<file path="src/rtl/rba_pkg.sv">
`timescale 1ns / 1ps
package rba_pkg;

  localparam logic [31:0] RESET_FREE  = 32'h0020_2000;
  localparam logic [3:0]  KIND_USABLE = 4'h1;

  localparam logic REQ_LOAD  = 1'b0;
  localparam logic REQ_ALLOC = 1'b1;

  localparam logic [1:0] RES_OK    = 2'd0;
  localparam logic [1:0] RES_NOFIT = 2'd1;
  localparam logic [1:0] RES_WIDE  = 2'd2;

  localparam int COUNT_W = 5;

  typedef enum logic [2:0] {
    ST_IDLE,
    ST_PREP,
    ST_SCAN,
    ST_DRAIN,
    ST_RESULT
  } rba_state_t;

  typedef struct packed {
    logic        wide;
    logic [3:0]  kind;
    logic [31:0] length;
    logic [31:0] base;
  } rba_entry_t;

  typedef struct packed {
    logic load;
    logic start;
    logic prep;
    logic issue;
    logic take_hit;
    logic nofit;
    logic push;
  } rba_cmd_t;

  typedef struct packed {
    logic hit;
    logic done;
    logic empty;
    logic last_issue;
    logic out_free;
  } rba_stat_t;

endpackage

</file>
<file path="src/rtl/rba_ram.sv">
`timescale 1ns / 1ps
module rba_ram #(
  parameter int WIDTH = 8,
  parameter int DEPTH = 16
) (
  input  logic                                     clk,
  input  logic                                     we,
  input  logic [((DEPTH > 1) ? $clog2(DEPTH) : 1)-1:0] waddr,
  input  logic [WIDTH-1:0]                         wdata,
  input  logic [((DEPTH > 1) ? $clog2(DEPTH) : 1)-1:0] raddr,
  output logic [WIDTH-1:0]                         rdata
);

  logic [WIDTH-1:0] mem [DEPTH];

  always_ff @(posedge clk) begin
    if (we) begin
      mem[waddr] <= wdata;
    end
    rdata <= mem[raddr];
  end

endmodule

</file>
<file path="src/rtl/rba_ctrl.sv">
`timescale 1ns / 1ps
module rba_ctrl
  import rba_pkg::*;
(
  input  logic      clk,
  input  logic      rst,
  input  logic      s_tvalid,
  output logic      s_tready,
  input  logic      req_type,
  input  rba_stat_t st,
  output rba_cmd_t  cmd
);

  rba_state_t state;
  rba_state_t state_next;
  logic       accept;

  assign s_tready = (state == ST_IDLE);
  assign accept   = s_tvalid && s_tready;

  always_ff @(posedge clk) begin
    if (rst) begin
      state <= ST_IDLE;
    end else begin
      state <= state_next;
    end
  end

  always_comb begin
    state_next = state;
    unique case (state)
      ST_IDLE: begin
        if (accept) begin
          state_next = (req_type == REQ_LOAD) ? ST_RESULT : ST_PREP;
        end
      end
      ST_PREP: begin
        state_next = st.empty ? ST_RESULT : ST_SCAN;
      end
      ST_SCAN: begin
        if (st.hit) begin
          state_next = ST_RESULT;
        end else if (st.last_issue) begin
          state_next = ST_DRAIN;
        end
      end
      ST_DRAIN: begin
        if (st.hit || st.done) begin
          state_next = ST_RESULT;
        end
      end
      ST_RESULT: begin
        if (st.out_free) begin
          state_next = ST_IDLE;
        end
      end
      default: state_next = ST_IDLE;
    endcase
  end

  always_comb begin
    cmd = '0;
    unique case (state)
      ST_IDLE: begin
        cmd.load  = accept && (req_type == REQ_LOAD);
        cmd.start = accept && (req_type == REQ_ALLOC);
      end
      ST_PREP: begin
        cmd.nofit = st.empty;
        cmd.prep  = !st.empty;
      end
      ST_SCAN: begin
        cmd.take_hit = st.hit;
        cmd.issue    = !st.hit;
      end
      ST_DRAIN: begin
        cmd.take_hit = st.hit;
        cmd.nofit    = !st.hit && st.done;
      end
      ST_RESULT: begin
        cmd.push = st.out_free;
      end
      default: cmd = '0;
    endcase
  end

  a_hit_ends_scan: assert property (@(posedge clk) disable iff (rst)
    ((state == ST_SCAN || state == ST_DRAIN) && st.hit) |=> (state == ST_RESULT))
    else $error("scan went on after a deciding entry");

  a_push_when_free: assert property (@(posedge clk) disable iff (rst)
    cmd.push |-> st.out_free)
    else $error("result pushed over an unread beat");

endmodule

</file>
<file path="src/rtl/rba_dp.sv">
`timescale 1ns / 1ps
module rba_dp
  import rba_pkg::*;
#(
  parameter int MAX_REGIONS = 16
) (
  input  logic                 clk,
  input  logic                 rst,
  input  rba_cmd_t             cmd,
  output rba_stat_t            st,
  input  logic                 cfg_valid,
  input  logic [COUNT_W-1:0]   cfg_data,
  input  logic [3:0]           region_index,
  input  logic [31:0]          region_start,
  input  logic [31:0]          region_length,
  input  logic [3:0]           region_kind,
  input  logic                 region_wide,
  input  logic [31:0]          alloc_size,
  input  logic [31:0]          alloc_align,
  output logic                 m_tvalid,
  input  logic                 m_tready,
  output logic [1:0]           res_status_out,
  output logic [31:0]          res_addr_out
);

  localparam int IDX_W = (MAX_REGIONS > 1) ? $clog2(MAX_REGIONS) : 1;
  localparam int CNT_W = $clog2(MAX_REGIONS + 1);
  localparam int ENT_W = $bits(rba_entry_t);

  logic [COUNT_W-1:0] region_count;
  logic [31:0]        next_free;
  logic [31:0]        align_mask;
  logic [31:0]        req_size;
  logic [31:0]        cand;
  logic [CNT_W-1:0]   limit;
  logic [CNT_W-1:0]   idx_cnt;
  logic [CNT_W-1:0]   idx_inc;

  logic               rd_v;
  logic               rd_last;
  logic               p1_v;
  logic               p1_last;
  logic               p1_usable;
  logic               p1_wide;
  logic [31:0]        p1_ab;
  logic [31:0]        p1_end;
  logic               p1_gt;

  logic [1:0]         res_status;
  logic [31:0]        res_addr;

  logic               wr_en;
  logic [IDX_W-1:0]   wr_addr;
  rba_entry_t         wr_entry;
  logic [ENT_W-1:0]   rd_bits;
  rba_entry_t         rd_entry;

  logic [31:0]        eval_cand;
  logic [31:0]        eval_sum;
  logic               eval_fit;
  logic               kill;

  assign wr_en    = cmd.load && (32'(region_index) < 32'(MAX_REGIONS));
  assign wr_addr  = IDX_W'(region_index);
  assign wr_entry = '{wide: region_wide, kind: region_kind,
                      length: region_length, base: region_start};
  assign rd_entry = rba_entry_t'(rd_bits);

  rba_ram #(
    .WIDTH (ENT_W),
    .DEPTH (MAX_REGIONS)
  ) u_table (
    .clk   (clk),
    .we    (wr_en),
    .waddr (wr_addr),
    .wdata (wr_entry),
    .raddr (idx_cnt[IDX_W-1:0]),
    .rdata (rd_bits)
  );

  assign idx_inc   = idx_cnt + CNT_W'(1);
  assign kill      = cmd.take_hit || cmd.nofit;

  // second scan stage: pick candidate, add size, test against region end
  assign eval_cand = p1_gt ? p1_ab : cand;
  assign eval_sum  = eval_cand + req_size;
  assign eval_fit  = (p1_end >= eval_sum);

  assign st.hit        = p1_v && p1_usable && (p1_wide || eval_fit);
  assign st.done       = p1_v && p1_last;
  assign st.empty      = (region_count == '0);
  assign st.last_issue = (idx_inc == limit);
  assign st.out_free   = !m_tvalid || m_tready;

  always_ff @(posedge clk) begin
    if (rst) begin
      region_count <= '0;
    end else if (cfg_valid) begin
      region_count <= cfg_data;
    end
  end

  always_ff @(posedge clk) begin
    if (rst) begin
      next_free <= RESET_FREE;
    end else if (cmd.take_hit && !p1_wide) begin
      next_free <= eval_sum;
    end
  end

  always_ff @(posedge clk) begin
    if (cmd.start) begin
      align_mask <= alloc_align - 32'd1;
      req_size   <= alloc_size;
      if (32'(region_count) >= 32'(MAX_REGIONS)) begin
        limit <= CNT_W'(MAX_REGIONS);
      end else begin
        limit <= CNT_W'(region_count);
      end
    end
  end

  always_ff @(posedge clk) begin
    if (cmd.prep) begin
      cand <= (next_free + align_mask) & ~align_mask;
    end else if (p1_v && p1_usable && !p1_wide) begin
      cand <= eval_cand;
    end
  end

  always_ff @(posedge clk) begin
    if (cmd.prep) begin
      idx_cnt <= '0;
    end else if (cmd.issue) begin
      idx_cnt <= idx_inc;
    end
  end

  always_ff @(posedge clk) begin
    if (rst) begin
      rd_v <= 1'b0;
      p1_v <= 1'b0;
    end else begin
      rd_v <= cmd.issue;
      p1_v <= rd_v && !kill;
    end
  end

  // first scan stage: aligned base, end address and base compare
  always_ff @(posedge clk) begin
    rd_last   <= st.last_issue;
    p1_last   <= rd_last;
    p1_usable <= (rd_entry.kind == KIND_USABLE);
    p1_wide   <= rd_entry.wide;
    p1_ab     <= (rd_entry.base + align_mask) & ~align_mask;
    p1_end    <= rd_entry.base + rd_entry.length;
    p1_gt     <= (rd_entry.base > next_free);
  end

  always_ff @(posedge clk) begin
    if (rst) begin
      res_status <= RES_OK;
      res_addr   <= '0;
    end else if (cmd.load) begin
      res_status <= RES_OK;
      res_addr   <= '0;
    end else if (cmd.nofit) begin
      res_status <= RES_NOFIT;
      res_addr   <= '0;
    end else if (cmd.take_hit) begin
      res_status <= p1_wide ? RES_WIDE : RES_OK;
      res_addr   <= p1_wide ? 32'd0 : eval_cand;
    end
  end

  always_ff @(posedge clk) begin
    if (rst) begin
      m_tvalid <= 1'b0;
    end else if (cmd.push) begin
      m_tvalid <= 1'b1;
    end else if (m_tready) begin
      m_tvalid <= 1'b0;
    end
  end

  always_ff @(posedge clk) begin
    if (cmd.push) begin
      res_status_out <= res_status;
      res_addr_out   <= res_addr;
    end
  end

  a_hit_has_entry: assert property (@(posedge clk) disable iff (rst)
    cmd.take_hit |-> p1_v)
    else $error("hit taken with no entry in the scan stage");

  a_free_moves_on_hit: assert property (@(posedge clk) disable iff (rst)
    !cmd.take_hit |=> $stable(next_free))
    else $error("free pointer moved without an allocation");

  a_fail_zero_addr: assert property (@(posedge clk) disable iff (rst)
    (m_tvalid && res_status_out != RES_OK) |-> (res_addr_out == 32'd0))
    else $error("failed allocation returned an address");

endmodule

</file>
<file path="src/rtl/region_bump_allocator.sv">
`timescale 1ns / 1ps
// channel   dir  handshake             payload
// s_*       in   s_tvalid / s_tready   tuser req_type, tdata region and alloc fields
// m_*       out  m_tvalid / m_tready   tdata status, block_address
// cfg_*     in   cfg_valid / cfg_ready cfg_data region_count
//
// a load beat goes from accept to ST_RESULT and then into the output register as the result beat
// an allocate scans up to n = min(region_count, MAX_REGIONS) table entries, stopping
// early on a hit, and none when region_count is 0; the region table ram is read one entry per cycle
// synchronous reset sets the free pointer to 0x202000 and region_count to 0;
// the region table is not cleared
// one item at a time; a result waits in the output register while m_tready is low
module region_bump_allocator
  import rba_pkg::*;
#(
  parameter int MAX_REGIONS = 16
) (
  input  logic         clk,
  input  logic         rst,
  input  logic         s_tvalid,
  output logic         s_tready,
  input  logic [143:0] s_tdata,  // region_index, region_start, region_length,
                                 // region_kind, region_wide, alloc_size, alloc_align
  input  logic         s_tuser,  // req_type
  output logic         m_tvalid,
  input  logic         m_tready,
  output logic [39:0]  m_tdata,  // status, block_address
  input  logic         cfg_valid,
  output logic         cfg_ready,
  input  logic [4:0]   cfg_data
);

  rba_cmd_t    cmd;
  rba_stat_t   st;
  logic [1:0]  res_status;
  logic [31:0] res_addr;

  assign cfg_ready = 1'b1;
  assign m_tdata   = {6'd0, res_addr, res_status};

  rba_ctrl u_ctrl (
    .clk      (clk),
    .rst      (rst),
    .s_tvalid (s_tvalid),
    .s_tready (s_tready),
    .req_type (s_tuser),
    .st       (st),
    .cmd      (cmd)
  );

  rba_dp #(
    .MAX_REGIONS (MAX_REGIONS)
  ) u_dp (
    .clk            (clk),
    .rst            (rst),
    .cmd            (cmd),
    .st             (st),
    .cfg_valid      (cfg_valid),
    .cfg_data       (cfg_data),
    .region_index   (s_tdata[3:0]),
    .region_start   (s_tdata[35:4]),
    .region_length  (s_tdata[67:36]),
    .region_kind    (s_tdata[71:68]),
    .region_wide    (s_tdata[72]),
    .alloc_size     (s_tdata[104:73]),
    .alloc_align    (s_tdata[136:105]),
    .m_tvalid       (m_tvalid),
    .m_tready       (m_tready),
    .res_status_out (res_status),
    .res_addr_out   (res_addr)
  );

endmodule

</file>
<file path="config.mk">
export PLATFORM = sky130hd
export DESIGN_NAME = region_bump_allocator
export DESIGN_NICKNAME = d
export VERILOG_FILES = /design/src/rtl/rba_pkg.sv /design/src/rtl/rba_ram.sv /design/src/rtl/rba_ctrl.sv /design/src/rtl/rba_dp.sv /design/src/rtl/region_bump_allocator.sv
export SDC_FILE = /design/constraint.sdc
export NUM_CORES = 2
export LEC_CHECK = 0
export BUFFER_PORTS_ARGS = -buffer_cell sky130_fd_sc_hd__buf_2
export CAP_MARGIN = 20
export CORE_ASPECT_RATIO = 1.5
export CORE_MARGIN = 1.5
export CORE_UTILIZATION = 49
export CTS_CLUSTER_SIZE = 40
export DETAILED_ROUTE_END_ITERATION = 7
export MAX_ROUTING_LAYER = met4
export PLACE_DENSITY_LB_ADDON = 0.12
export SYNTH_ARGS = -nofsm -noshare
export SYNTH_HDL_FRONTEND = slang
export SYNTH_SLANG_ARGS = --single-unit
</file>
<file path="constraint.sdc">
create_clock -name clk -period 17.5 [get_ports clk]
set_input_delay 2.625 -clock clk [delete_from_list [all_inputs] [get_ports clk]]
set_output_delay 2.625 -clock clk [all_outputs]
set_load 0.01 [all_outputs]
</file>
==> results.cfg <==
[status]
outcome = complete, no violations

[synthesis]
synth_area_um2 = 60690
syn_inst = 3482
yosys-top-cells-area = edfxtp_1 (61%), mux4_2 (13%), dfxtp_1 (7.3%)
synth_top_area_frac = 0.6130
dominantRegCellSynth = edfxtp_1
ys_warn_count = 0
ys_async_sr_fraction = 0
yosysUniqueCellTypes = 86
syn_area_per_cell_um2 = 17.43
ys_seq_area_frac = 0.6856
synth_edf_count = 1239
synth.ff_latch_count = 1459
synth_top_area_cell = edfxtp_1

[placement]
pre_cts_ws_ns = 10.37
dp.cells = 5190
dp_hpwl_mm = 88.55
port_buffers = 183
place_congestion = 0.9294

[die]
io_pins = 198
die_x_um = 290.4
dieArea_um2 = 126000
initial_core_util = 0.4928
row_count = 158
core_area_um2 = 123200
die_h_um = 434.0

[sta]
setup_viol = 0
setup_ws_ns = 10.44
clock.fmax_mhz = 141.7
finalSetupTns_ns = 0
drv_slew = 0
period_needed_ns = 7.059
hold_viol = 0
finalCritPeriodShare = 0.4033
relSlewSlack = 0.2374
fin_skew_ns = 0.03616
rsz0062_at_grt = no
tightest_slew_ns = 1.144

[clock_network]
cts-root-buf = clkbuf_16
cts_buffer_depth = 3
clock_latency_ns = 0.77
postCtsHoldBufs = 0
post_cts_buffers = 0
numCtsBuffers = 136
clk_pin_slew_ns = 0.06
cts_tree = built
cts.sinks = 1459
cts-htree-levels = 4
cts_repair_resize_count = 0

[cells_and_area]
final_common_cell = edfxtp_1
drive_gt1_frac = 0.2238
n_fill_cell = 9476
fin_util = 0.5536
final_cell_mix = edfxtp_1 (1239), mux4_2 (345), dfxtp_1 (216)
fin_cells = 5460
area_growth_pct = 12.33
nNetsFinal = 4075
regArea_um2 = 41620
multi_input_area_um2 = 18420

[power]
power.density_nw_per_um2 = 140.6
p_total_w = 0.009584
worst_ir_drop_vdd_mv = 0.09599
p_seq_frac = 0.430
pwr-share-comb = 0.260
p_leak_nw = 22.93
switching_power_w = 0.002768
p_int_w = 0.006815
clock_power_share = 0.310
switching_share = 0.2889

[drt]
detail_route.vias_per_cell = 5.882
routedWlPerCell_um = 26.42
drt.antenna.violating_nets = 0
first_pass_iters = 5
drtIter0Drc = 2493
routed_wl_mm = 144.3
drc_errors = 0
num_vias = 32113

[worst_setup_path]
crit_path_start_kind = register
crit_type = register to register
r2r-start = u_dp.p1_gt
cp.arrival_ns = 7.73
setup.worst_path.start = u_dp.p1_gt
cp_slowest_cell = a2111oi_0
cp_max_fo = 48
timing.rr.end = u_dp.next_free[26]
endpoint_kind = register
rrSetupSlack_ns = 10.44
critical-path-max-stage-delay_ns = 0.69
cp_data_required_time_ns = 18.17
setup.worst_path.end = u_dp.next_free[26]
r2r.worst_path.cells = 21
cp_cell_sequence = buf_4, mux2i_1, inv_1, ha_1, nand3_1, o211ai_2, a21oi_2, a2111oi_0, o21ai_1, a211oi_1, nor3_1, xor2_1, ha_1, nand4_1, nor2_1, nand2_1, a311o_2, a2111oi_4, buf_4, nand2b_1, o22ai_1

[global_route]
grt_antenna_before_repair = 29
grt_overflow = 0
grt_max_degree = 159
grt_use_total = 0.2374
grt_pass1_wl_mm = 212.5
grt_pass1_vias = 33958

[min_path]
hp-class = register to register

[flow_run]
max_cap_viol_count = 0
==> power groups by stage <==
stage	clock (W)	combinational, W	sequential (W)
2_1_floorplan	0	0.00189	0.00410
3_3_place_gp	0	0.00244	0.00420
3_5_place_dp	0	0.00250	0.00420
4_1_cts	0.00303	0.00251	0.00413
5_1_grt	0.00316	0.00273	0.00414
6_report	0.00297	0.00249	0.00412
==> stage by stage <==
stage	cell area [µm²]	hold WS [ns]
floorplan	60710	0.3096
global placement	63660	0.3123
detailed placement	63660	0.3153
CTS	68130	0.3276
global route	68170	0.3316
finish	68180	0.3291
==> worst max-delay path: cells and delay by family (launching register included) <==
kind,cells,cell delay [ns]
DFF,1,0.32
AOI/OAI and AO/OA,8,2.99
buffers and inverters,3,1.11
and+or+nand+nor,6,1.21
xor gates and xnor gates,1,0.20
muxes,1,0.39
adders and majority gates,2,0.68
==> cell usage after synthesis, drive strengths merged, types with 4 or more instances <==
cell and instances:
edfxtp 1239, mux4 345, dfxtp 220, ha 188, nor2 166, a21oi 149
nand2 113, o21ai 98, clkbuf 90, inv 73, xor2 72, a21o 71
xnor2 70, nor3 48, buf 45, nor2b 42, nand2b 40, mux2i 36
nand3 36, a211oi 30, nor3b 29, o21bai 25, mux2 23, o31ai 23
nand4 19, o21a 18, a31oi 17, and3 17, nor4 15, or3 13
and2 8, nand3b 8, o211ai 8, o22ai 8, a2111oi 7, a211o 7
and4 6, or4 6, a31o 4, fa 4
==> final cells by class <==
cell class,count,share of cell area
Multi-Input combinational cell,1820,0.2701
Timing Repair Buffer,238,0.01967
Clock buffer,199,0.05823
Inverter,73,0.004019
Tap cell,1600,0.02936
Clock inverter,53,0.007396
Antenna cell,18,0.0006607
Sequential cell,1459,0.6105
==> layer usage <==
layer / wire length (µm) / up-vias / share of wire / track usage
met1: 56440 / 16513 / 0.39 / 0.2771
met4: 3661 / 0 / 0.025 / 0.06713
met3: 7990 / 249 / 0.055 / 0.04611
met2: 76180 / 905 / 0.53 / 0.4183
met5: 0 / - / 0 / -
li1: - / 14446 / - / -
==> registers in the layout, summed over array words and instances, names as in the netlist, 2 cells and up <==
name / flops
u_ctrl.state: 3
u_dp.align_mask: 32
u_dp.cand: 32
u_dp.idx_cnt: 5
u_dp.limit: 5
u_dp.next_free: 32
u_dp.p1_ab: 32
u_dp.p1_end: 32
u_dp.region_count: 5
u_dp.req_size: 32
u_dp.res_addr: 32
u_dp.res_addr_out: 32
u_dp.res_status: 2
u_dp.res_status_out: 2
u_dp.u_table.mem: 1104
u_dp.u_table.rdata: 69
==> cell families after synthesis <==
group / count (synthesis) / share of synthesized area
buf+inv: 208 / 0.01354
xor+xnor: 142 / 0.02049
simple gates: 577 / 0.04896
fa+ha+maj: 192 / 0.04008
mux: 404 / 0.1382
other cells: 2 / 0.0001237
flops: 1459 / 0.6856
compound gates: 498 / 0.05302
==> worst min path at each step <==
stage | cells after the start | start | endpoint | slack (ns)
2_1_floorplan | 0 | u_dp.rd_last | u_dp.p1_last | 0.31
3_3_place_gp | 0 | u_dp.u_table.rdata[68] | u_dp.p1_wide | 0.31
3_5_place_dp | 0 | u_dp.u_table.rdata[68] | u_dp.p1_wide | 0.32
4_1_cts | 0 | u_dp.rd_last | u_dp.p1_last | 0.33
5_1_grt | 0 | u_dp.rd_last | u_dp.p1_last | 0.33
6_report | 0 | u_dp.rd_last | u_dp.p1_last | 0.33
No activity file was read; power rests on OpenSTA's default activity.
